### config.mk
export PLATFORM = sky130hd
export DESIGN_NAME = cfst_ctrl
export DESIGN_NICKNAME = d
export VERILOG_FILES = /design/src/sv/client_flow_stats_table_top_assert.svh /design/src/sv/cfst_pkg.sv /design/src/sv/cfst_ctrl.sv
export SDC_FILE = /design/constraint.sdc
export NUM_CORES = 1
export LEC_CHECK = 0
export ABC_AREA = 1
export BUFFER_PORTS_ARGS = -buffer_cell sky130_fd_sc_hd__buf_2
export CAP_MARGIN = 25
export CELL_PAD_IN_SITES_DETAIL_PLACEMENT = 0
export CELL_PAD_IN_SITES_GLOBAL_PLACEMENT = 1
export CORE_MARGIN = 5
export CORE_UTILIZATION = 23
export DETAILED_ROUTE_END_ITERATION = 10
export GPL_TIMING_DRIVEN = 0
export PLACE_DENSITY = 0.79
export SLEW_MARGIN = 20
export SYNTH_ARGS = -nofsm -noshare
export SYNTH_HDL_FRONTEND = slang
export SYNTH_SLANG_ARGS = --single-unit
### constraint.sdc
create_clock -name aclk -period 0.96 [get_ports aclk]
set_input_delay 0.048 -clock aclk [delete_from_list [all_inputs] [get_ports aclk]]
set_output_delay 0.048 -clock aclk [all_outputs]
set_load 0.01 [all_outputs]
### src/sv/client_flow_stats_table_top_assert.svh
// Assertion macros for the client flow statistics table.
// Used by the top level only.
`ifndef CLIENT_FLOW_STATS_TABLE_TOP_ASSERT_SVH
`define CLIENT_FLOW_STATS_TABLE_TOP_ASSERT_SVH
// Property that must hold on every clock once out of reset.
`define CFST_ASSERT_CLK(label, prop, msg) \
    label: assert property (@(posedge aclk) disable iff (!aresetn) (prop)) else $error(msg);
// Implication checked on the next clock.
`define CFST_ASSERT_NEXT(label, ante, cons, msg) \
    label: assert property (@(posedge aclk) disable iff (!aresetn) (ante) |=> (cons)) \
        else $error(msg);
`endif

### src/sv/cfst_pkg.sv
// Shared types and constants for the client flow statistics table.
// No dependencies.
package cfst_pkg;
    localparam int DEPTH_DEFAULT = 1024;
    localparam int BANK = 16;
    localparam logic [2:0] ST_DROPPED = 3'd0;
    localparam logic [2:0] ST_COUNTED = 3'd1;
    localparam logic [2:0] ST_REFRESHED = 3'd2;
    localparam logic [2:0] ST_INSERTED = 3'd3;
    localparam logic [2:0] ST_FULL = 3'd4;
    localparam logic [2:0] ST_READ_OK = 3'd5;
    localparam logic [2:0] ST_BAD_INDEX = 3'd6;
    localparam logic [1:0] REG_TAG = 2'd0;
    localparam logic [1:0] REG_PRIV = 2'd1;
    localparam logic [1:0] REG_INTERVAL = 2'd2;
    localparam logic [1:0] REG_MAX = 2'd3;
    localparam logic [47:0] BYTES_MAX = 48'hFFFF_FFFF_FFFF;

    // Controller to datapath.
    typedef struct packed {
        logic load;     // capture request
        logic rd_key;   // issue key read at scan address
        logic rd_ent;   // issue entry read at hit/read address
        logic wr_upd;   // write hit update
        logic wr_ins;   // append entry
        logic emit;     // build result
        logic [2:0] status;
    } cmd_t;

    // Datapath to controller.
    typedef struct packed {
        logic is_read;
        logic read_ok;
        logic screened_out;
        logic hit;
        logic scan_done;
        logic room;
        logic refresh;
    } sts_t;
endpackage

### src/sv/cfst_ctrl.sv
// Controller state machine: sequences capture, scan, update and result.
// Depends on cfst_pkg.
module cfst_ctrl (
    input  logic aclk,
    input  logic aresetn,
    input  logic s_valid,
    output logic s_ready,
    output logic m_valid,
    input  logic m_ready,
    input  cfst_pkg::sts_t sts,
    output cfst_pkg::cmd_t cmd
);
    localparam logic [2:0] S_IDLE = 3'd0;
    localparam logic [2:0] S_DECIDE = 3'd1;
    localparam logic [2:0] S_SCAN = 3'd2;
    localparam logic [2:0] S_FETCH = 3'd3;
    localparam logic [2:0] S_UPDATE = 3'd4;
    localparam logic [2:0] S_RDWAIT = 3'd5;

    logic [2:0] state_reg, state_next;
    logic mval_reg, mval_next;
    logic out_free;

    assign m_valid = mval_reg;
    assign out_free = !mval_reg || m_ready;
    // Take a new request while the previous result is still held, as long as
    // it leaves before the next one is emitted.
    assign s_ready = (state_reg == S_IDLE);

    always_comb begin
        state_next = state_reg;
        mval_next = mval_reg && !m_ready;
        cmd = '0;
        case (state_reg)
            S_IDLE: begin
                if (s_valid && s_ready) begin
                    cmd.load = 1'b1;
                    state_next = S_DECIDE;
                end
            end
            S_DECIDE: begin
                if (sts.is_read) begin
                    if (sts.read_ok) begin
                        cmd.rd_ent = 1'b1;
                        state_next = S_RDWAIT;
                    end else if (out_free) begin
                        cmd.emit = 1'b1;
                        cmd.status = cfst_pkg::ST_BAD_INDEX;
                        mval_next = 1'b1;
                        state_next = S_IDLE;
                    end
                end else if (sts.screened_out) begin
                    if (out_free) begin
                        cmd.emit = 1'b1;
                        cmd.status = cfst_pkg::ST_DROPPED;
                        mval_next = 1'b1;
                        state_next = S_IDLE;
                    end
                end else begin
                    cmd.rd_key = 1'b1;
                    state_next = S_SCAN;
                end
            end
            S_SCAN: begin
                if (sts.hit) begin
                    cmd.rd_ent = 1'b1;
                    state_next = S_FETCH;
                end else if (sts.scan_done) begin
                    // hold here while the previous result is still waiting
                    if (out_free) begin
                        cmd.emit = 1'b1;
                        mval_next = 1'b1;
                        state_next = S_IDLE;
                        if (sts.room) begin
                            cmd.wr_ins = 1'b1;
                            cmd.status = cfst_pkg::ST_INSERTED;
                        end else begin
                            cmd.status = cfst_pkg::ST_FULL;
                        end
                    end
                end else begin
                    cmd.rd_key = 1'b1;
                end
            end
            S_FETCH: state_next = S_UPDATE;
            S_UPDATE: begin
                if (out_free) begin
                    cmd.wr_upd = 1'b1;
                    cmd.emit = 1'b1;
                    cmd.status = sts.refresh ? cfst_pkg::ST_REFRESHED : cfst_pkg::ST_COUNTED;
                    mval_next = 1'b1;
                    state_next = S_IDLE;
                end
            end
            S_RDWAIT: begin
                if (out_free) begin
                    cmd.emit = 1'b1;
                    cmd.status = cfst_pkg::ST_READ_OK;
                    mval_next = 1'b1;
                    state_next = S_IDLE;
                end
            end
            default: state_next = S_IDLE;
        endcase
    end

    always_ff @(posedge aclk) begin
        if (!aresetn) begin
            state_reg <= S_IDLE;
            mval_reg <= 1'b0;
        end else begin
            state_reg <= state_next;
            mval_reg <= mval_next;
        end
    end
endmodule

# == Word level (Yosys, flattened, before mapping) ==
# Index checks and enable logic that the tools add are counted.
# word_totals
inputBits,11
elab_cells,59
out_inout_bits,11
regBits,4
# classes
mux,42
reduce_logical,8
eq_ne,7
# ops
op,n
4-bit 2-to-1 mux,7
3-bit 2-to-1 mux,8
1-bit 2-to-1 mux,19
4-bit case mux with 4 select lines,1
5-bit 2-to-1 mux,3
3-bit case mux with 5 select lines,1
"3-bit by 2-bit == test with 1-bit output, second input constant",2
"3-bit == test, second input constant",2
2-bit case mux with 2 select lines,1
"3-bit by 1-bit == test with 1-bit output, second input constant",1
3-bit zero test,1
"3-bit != test, second input constant",1
1-bit case mux with 3 select lines,1
1-bit logical AND,2
1-bit zero test,2
2-bit 2-to-1 mux,1
"2-bit by 1-bit != test with 1-bit output, second input constant",1
2-bit AND reduction,1
2-bit OR reduction,1
1-bit logical OR,1

# == Longest topological paths before layout ==
# Gate-level depths: netlist of the first run.
# logic_depth
ltp_word,6
ltp_mapped,7

# == Worst setup path after synthesis of the first run ==
# Ideal clock, no wire load.
# synth_timing
path_type,reg2out
from,"register mval_reg, in the netlist m_valid"
to,output cmd[0] (netlist name)
path_stages_with_launch,6
t_arrival_ns,0.996
slack_ns,-0.084
n_path_buf,0
path_cell_list,dfxtp_1 -> nand2_1 -> inv_1 -> nor2_1 -> nand2_1 -> nand3_1
# synth_rtl
element,line_no,rtl
start: declaration,cfst_ctrl.sv:21,"logic mval_reg, mval_next;"
start signal: assignment,cfst_ctrl.sv:113,mval_reg <= mval_next;
end: declaration,cfst_ctrl.sv:11,output cfst_pkg::cmd_t cmd

==> results.json, run 1 <==
{
  "outcome": "complete, but fails checks",
  "violations": "setup timing",
  "synth_commonest_cells": "nand2_1, inv_1, nand3_1",
  "ys_seq_area_share_pct": 18.9,
  "async_reset_ff_share_pct": 0,
  "grt_pass1_vias": 555,
  "path_class": "reg -> out",
  "core_area_sq_um": 1750,
  "fin_crit_ns": 1.26,
  "drv_slew": 0,
  "syn_nets": 90,
  "path_clk_slew_ns": 0.04,
  "grt_first_pass_wirelength_mm": 2.22,
  "drive_above_1_share_pct": 53.1,
  "fin_total_pwr_mw": 0.702,
  "fin_skew_ns": 0.000833,
  "viasPerCell": 4.22,
  "setup_viol": 14,
  "synthTopCellsByArea": "dfxtp_1, nand3_1, nand2_1",
  "syn_inst": 79,
  "die_w_microns": 52.9,
  "setup_ws_ns": -0.297,
  "rows": 15,
  "cts.htree.levels": 1,
  "period_share_pct": 131,
  "critPathTopFamily": "simple AND/OR/NAND/NOR gates",
  "yosysWarnings": 0,
  "grt_antenna_before_repair": 0,
  "fmax_ghz": 0.796,
  "port_buffers": 21,
  "wl_per_cell_microns": 9.99,
  "hold_violations": 0,
  "drt-pass1-iter-count": 4,
  "placed_area_sq_um": 564,
  "worst_path_max_delay_cell": "dfxtp_4",
  "clockBufferDepth": 2,
  "post-synth-top-count-cell": "nand2_1",
  "first_iter_violations": 2,
  "syn-cell-area_sq_um": 424,
  "initial_utilization_pct": 24.3,
  "crit_required_ns": 0.91,
  "slowest_delay_ns": 0.37,
  "cts_tree": "yes",
  "critical_path_arrival_ns": 1.21,
  "syn2layout_area_growth_pct": 86.1,
  "die_area_sq_um": 2800,
  "clockRootBuffer": "clkbuf_4",
  "ys.flop_type": "dfxtp_1",
  "synth_top_cell_by_area": "dfxtp_1",
  "hp-class": "in -> reg",
  "avgSynthCellArea_sq_um": 5.37,
  "synth.top_cell.area_share_pct": 18.9,
  "fillerInstances": 187,
  "grtUsageTotal_pct": 10.8,
  "maxCapViolCount": 0,
  "worstSkewPairLatency_ns": 0.23,
  "num-nets-final": 126,
  "ctsHoldBuffers": 0,
  "slew-limit-headroom_pct": 86.1,
  "ant_nets": 0,
  "clock_sinks": 4,
  "setup.worst_path.start_class": "flip-flop",
  "dpl.hpwl_microns": 967,
  "peakVddDrop_mv": 0.658,
  "io_pins": 22,
  "final_area_sq_um": 790,
  "p_per_area_nw_per_um2": 889,
  "grt_max_degree": 7,
  "worst-path-buf-inv": 3,
  "tightest_slew_ns": 0.207,
  "grt-ovfl-total": 0,
  "synth-seq-cells": 4,
  "vias": 583,
  "placed_cells": 125,
  "drc": 0,
  "crit_path_end_kind": "primary output",
  "synthDistinctLibCells": 14,
  "cp_cell_sequence": "nor3_4 -> inv_2 -> nor2_4 -> nand2_2 -> inv_1 -> buf_2",
  "power.leakage_nw": 0.451,
  "n_antenna_cell": 0,
  "grt_setup_unrepaired": "yes",
  "die_h_microns": 52.9,
  "crit_fanout": 5,
  "largest_reg_flops": 3,
  "final_cells": 138,
  "wl_mm": 1.38,
  "synth_edf_count": 0,
  "cts_made_buffers": 3,
  "gp_congestion": 0.755
}
[where the power goes]
part | switching (mW) | total, mW | internal, mW
clock network | 0.0613 | 0.201 | 0.139
registers | 0.0225 | 0.202 | 0.180
logic | 0.163 | 0.299 | 0.136
total | 0.247 | 0.702 | 0.455
[timing repair]
item	4_1_cts	5_1_grt
endpoints found under the setup margin	14	14
setup buffers	9	2
pin swaps	5	10
gates resized for setup	18	16
[metrics by stage]
stage               utilization (%)  worst slack [ns]  setup TNS (ns)  hold WS (ns)
global placement               32.3            -0.136           -1.25         0.260
CTS                            40.8            -0.340           -3.12        0.0256
finish                         45.2            -0.297           -2.85        0.0330
floorplan                         -           -0.0171         -0.0377         0.146
detailed placement             32.3            -0.131           -1.22         0.271
global route                   45.2            -0.381           -3.84        0.0573
[placed cells by master (no fill, tap or decap)]
| cell | Yosys | routed |
|---|---|---|
| inv_4 | 0 | 3 |
| nand2_2 | 2 | 3 |
| nor2_1 | 11 | 9 |
| o21ai_1 | 4 | 5 |
| nand2_1 | 17 | 16 |
| o21ai_0 | 3 | 2 |
| nand3_1 | 13 | 5 |
| nor2_2 | 0 | 1 |
| nor2_4 | 1 | 2 |
| dfxtp_2 | 0 | 1 |
| o211ai_1 | 1 | 1 |
| clkbuf_4 | 0 | 3 |
| a21oi_1 | 2 | 2 |
| buf_4 | 0 | 6 |
| nand3_4 | 0 | 3 |
| buf_6 | 0 | 8 |
| dfxtp_4 | 0 | 2 |
| dfxtp_1 | 4 | 1 |
| inv_1 | 16 | 12 |
| nand3_2 | 1 | 6 |
| buf_2 | 0 | 17 |
| inv_2 | 3 | 4 |
| nor3_4 | 1 | 1 |
[kinds of logic (layout without fill, tap and decap cells)]
| group | count (synthesis) | count (layout) | synth area share (%) |
|---|---|---|---|
| buffers and inverters | 19 | 53 | 16.8 |
| AO/OA/AOI/OAI | 10 | 10 | 12.4 |
| flip-flops | 4 | 4 | 18.9 |
| AND/OR/NAND/NOR | 46 | 46 | 51.9 |
[layout make-up]
cell class / instances / area [sq um] / share of cell area [%]
Sequential cell: 4 / 88.8 / 11.3
Multi-Input combinational cell: 56 / 348 / 44.1
Tap cell: 25 / 31.3 / 3.96
Inverter: 19 / 78.8 / 9.98
Clock buffer: 3 / 22.5 / 2.85
Timing Repair Buffer: 31 / 220 / 27.9
[metal layers]
metal | track usage [%] | up-vias | part of all wire (%)
met5 | 0 | - | 0
met4 | 3.83 | 0 | 0
met3 | 1.69 | 0 | 5.6
met2 | 20.7 | 15 | 53
met1 | 11.6 | 250 | 41
li1 | - | 318 | -
[final timing paths]
| kind | start | to | slack [ns] | cells after the start |
|---|---|---|---|---|
| worst min-delay path | aresetn | state_reg[1] | 0.03 | 3 |
| worst min register to register | m_valid | state_reg[0] | 0.72 | 6 |
| worst max-delay path | state_reg[0] | cmd[4] | -0.30 | 6 |
| worst max register to register | state_reg[1] | state_reg[0] | -0.16 | 7 |
[tightest hold or removal path: cells and delay by family]
kind,cells,cell delay (ns)
buffers and inverters,2,0.14
AND/OR/NAND/NOR,1,0.05
Power figures use the tool's default switching activity.
==> inputs of run 2 (changes only) <==
--- a/config.mk
+++ b/config.mk
@@ -11,10 +11,10 @@
 export CELL_PAD_IN_SITES_DETAIL_PLACEMENT = 0
 export CELL_PAD_IN_SITES_GLOBAL_PLACEMENT = 1
 export CORE_MARGIN = 5
-export CORE_UTILIZATION = 23
+export CORE_UTILIZATION = 26
 export DETAILED_ROUTE_END_ITERATION = 10
 export GPL_TIMING_DRIVEN = 0
-export PLACE_DENSITY = 0.79
+export PLACE_DENSITY = 0.83
 export SLEW_MARGIN = 20
 export SYNTH_ARGS = -nofsm -noshare
 export SYNTH_HDL_FRONTEND = slang
==> constraint.sdc (replaced) <==
create_clock -name aclk -period 1.3 [get_ports aclk]
set_input_delay 0.065 -clock aclk [delete_from_list [all_inputs] [get_ports aclk]]
set_output_delay 0.065 -clock aclk [all_outputs]
set_load 0.01 [all_outputs]
==> run 2 against run 1 <==
Net effect: the run now ends clean; sequential power is 27% lower; cell count shrank 10%; worst hold slack improved by 0.015 ns; critical path depth did not move; largest cell class unchanged; combinational power is 42% lower; power is 34% lower; critical endpoint is now cmd[1]; non-clock buffer count decreased by 5; final area fell by 18%.
==> results.json, run 2 (synthesized netlist as in run 1, its figures left out) <==
{
  "port_buffers": 21,
  "worstSkewPairLatency_ns": 0.23,
  "drt-pass1-iter-count": 4,
  "power.switching_mw": 0.159,
  "dpl.hpwl_microns": 951,
  "wl_mm": 1.19,
  "setup.worst_path.start_class": "flip-flop",
  "core_area_sq_um": 1520,
  "ant_nets": 0,
  "die_w_microns": 50.4,
  "hp-class": "in -> reg",
  "critical_path_arrival_ns": 1.21,
  "peakVddDrop_mv": 0.716,
  "crit_required_ns": 1.24,
  "path_class": "reg -> out",
  "maxCapViolCount": 0,
  "grt_first_pass_wirelength_mm": 2.01,
  "power.leakage_nw": 0.391,
  "p_sw_share_pct": 34.0,
  "fin_crit_ns": 1.28,
  "cts.htree.levels": 1,
  "ctsHoldBuffers": 0,
  "drv_slew": 0,
  "grt_antenna_before_repair": 0,
  "period_share_pct": 98.2,
  "fillerInstances": 170,
  "num-nets-final": 121,
  "pwr-share-clk_pct": 31.3,
  "grt-ovfl-total": 0,
  "grtUsageTotal_pct": 9.92,
  "p_per_area_nw_per_um2": 724,
  "cts_tree": "yes",
  "io_pins": 22,
  "gp_congestion": 0.775,
  "crit_path_end_kind": "primary output",
  "fin_skew_ns": 0.00157,
  "wl_per_cell_microns": 9.60,
  "grt_max_degree": 7,
  "p_int_mw": 0.308,
  "drc": 0,
  "drive_above_1_share_pct": 43.5,
  "clock_sinks": 4,
  "final_area_sq_um": 644,
  "path_clk_slew_ns": 0.03,
  "layout_commonest_cell": "buf_2",
  "n_antenna_cell": 0,
  "syn2layout_area_growth_pct": 51.9,
  "grt_pass1_vias": 525,
  "placed_area_sq_um": 549,
  "initial_utilization_pct": 27.8,
  "fmax_ghz": 0.784,
  "clockBufferDepth": 2,
  "viasPerCell": 4.60,
  "comb_power_share_pct": 37.2,
  "fin_total_pwr_mw": 0.466,
  "crit_fanout": 6,
  "die_area_sq_um": 2540,
  "layout_common_cells": "buf_2, nand2_1, inv_1, nand3_1, nor2_1",
  "hold_violations": 0,
  "tightest_slew_ns": 0.211,
  "rows": 14,
  "clockRootBuffer": "clkbuf_4",
  "die_h_microns": 50.4,
  "first_iter_violations": 6,
  "grt_setup_unrepaired": "yes",
  "slew-limit-headroom_pct": 85.8,
  "setup_viol": 0,
  "cts_made_buffers": 3,
  "seqPwrFrac_pct": 31.5,
  "largest_reg_flops": 3,
  "vias": 571,
  "outcome": "finished clean"
}
==> run 2: cell types whose count changed in the layout (fill, tap and decap cells not counted) <==
cell     previous run  this run
buf_6               8         0
nand3_1             5        11
buf_2              17        21
inv_1              12        15
nand3_2             6         3
nand3_4             3         0
inv_2               4         2
buf_4               6         5
inv_4               3         2
nor2_2              1         2
nor2_4              2         1
o21ai_1             5         4
o21ai_2             0         1
==> run 2: critical path: stages, from the launching register on <==
cell and delay [ns]:
dfxtp_4 0.36, inv_1 0.10, nand3_2 0.10, nor2_2 0.16
nand2_1 0.07, nand3_1 0.07, buf_2 0.13
==> run 2: power by group through the flow <==
stage	combinational, mW	clock (mW)	sequential [mW]
finish	0.174	0.146	0.147
global route	0.198	0.170	0.148
CTS	0.162	0.155	0.148
detailed placement	0.154	0	0.147
global placement	0.153	0	0.147
floorplan	0.0952	0	0.147
==> run 2: per-stage QoR <==
step / hold WS (ns) / utilization (%) / worst slack (ns) / std cells / setup TNS (ns)
final: 0.0482 / 42.3 / 0.0237 / 124 / 0
after detailed placement: 0.282 / 36.0 / 0.124 / 116 / 0
after CTS: 0.0428 / 39.6 / -0.0314 / 121 / -0.0772
after global routing: 0.0509 / 42.3 / -0.0989 / 124 / -0.410
after global placement: 0.282 / 36.0 / 0.132 / 116 / 0
after floorplan: 0.163 / - / 0.239 / 79 / 0
==> run 2: worst paths after layout <==
path	from	end	slack, ns	cells past startpoint
worst min register to register	state_reg[1]	state_reg[2]	0.59	4
worst min-delay path	aresetn	state_reg[1]	0.05	3
worst max register to register	state_reg[0]	state_reg[0]	0.22	7
worst max-delay path	state_reg[0]	cmd[1]	0.02	6
==> run 2: routing by layer <==
metal / vias to the layer above / track usage, % / wire length, microns
li1: 310 / - / -
met2: 26 / 15.1 / 498
met3: 2 / 7.40 / 161
met5: - / 0 / 0
met1: 233 / 11.0 / 522
met4: 0 / 2.55 / 8
==> run 2: repair_timing <==
action / CTS / global route
pin swaps: 2 / 3
resized for setup: 8 / 7
setup buffers: 2 / 3
endpoints found under the setup margin: 6 / 8
hold endpoints to repair: 0 / 0
gates cloned: 0 / 0
==> run 2: area by class of cell <==
cell class | count | area (sq um) | share of cell area (%)
Timing Repair Buffer | 26 | 143 | 22.1
Multi-Input combinational cell | 56 | 294 | 45.6
Sequential cell | 4 | 88.8 | 13.8
Inverter | 19 | 76.3 | 11.8
Clock buffer | 3 | 22.5 | 3.50
Tap cell | 16 | 20.0 | 3.11
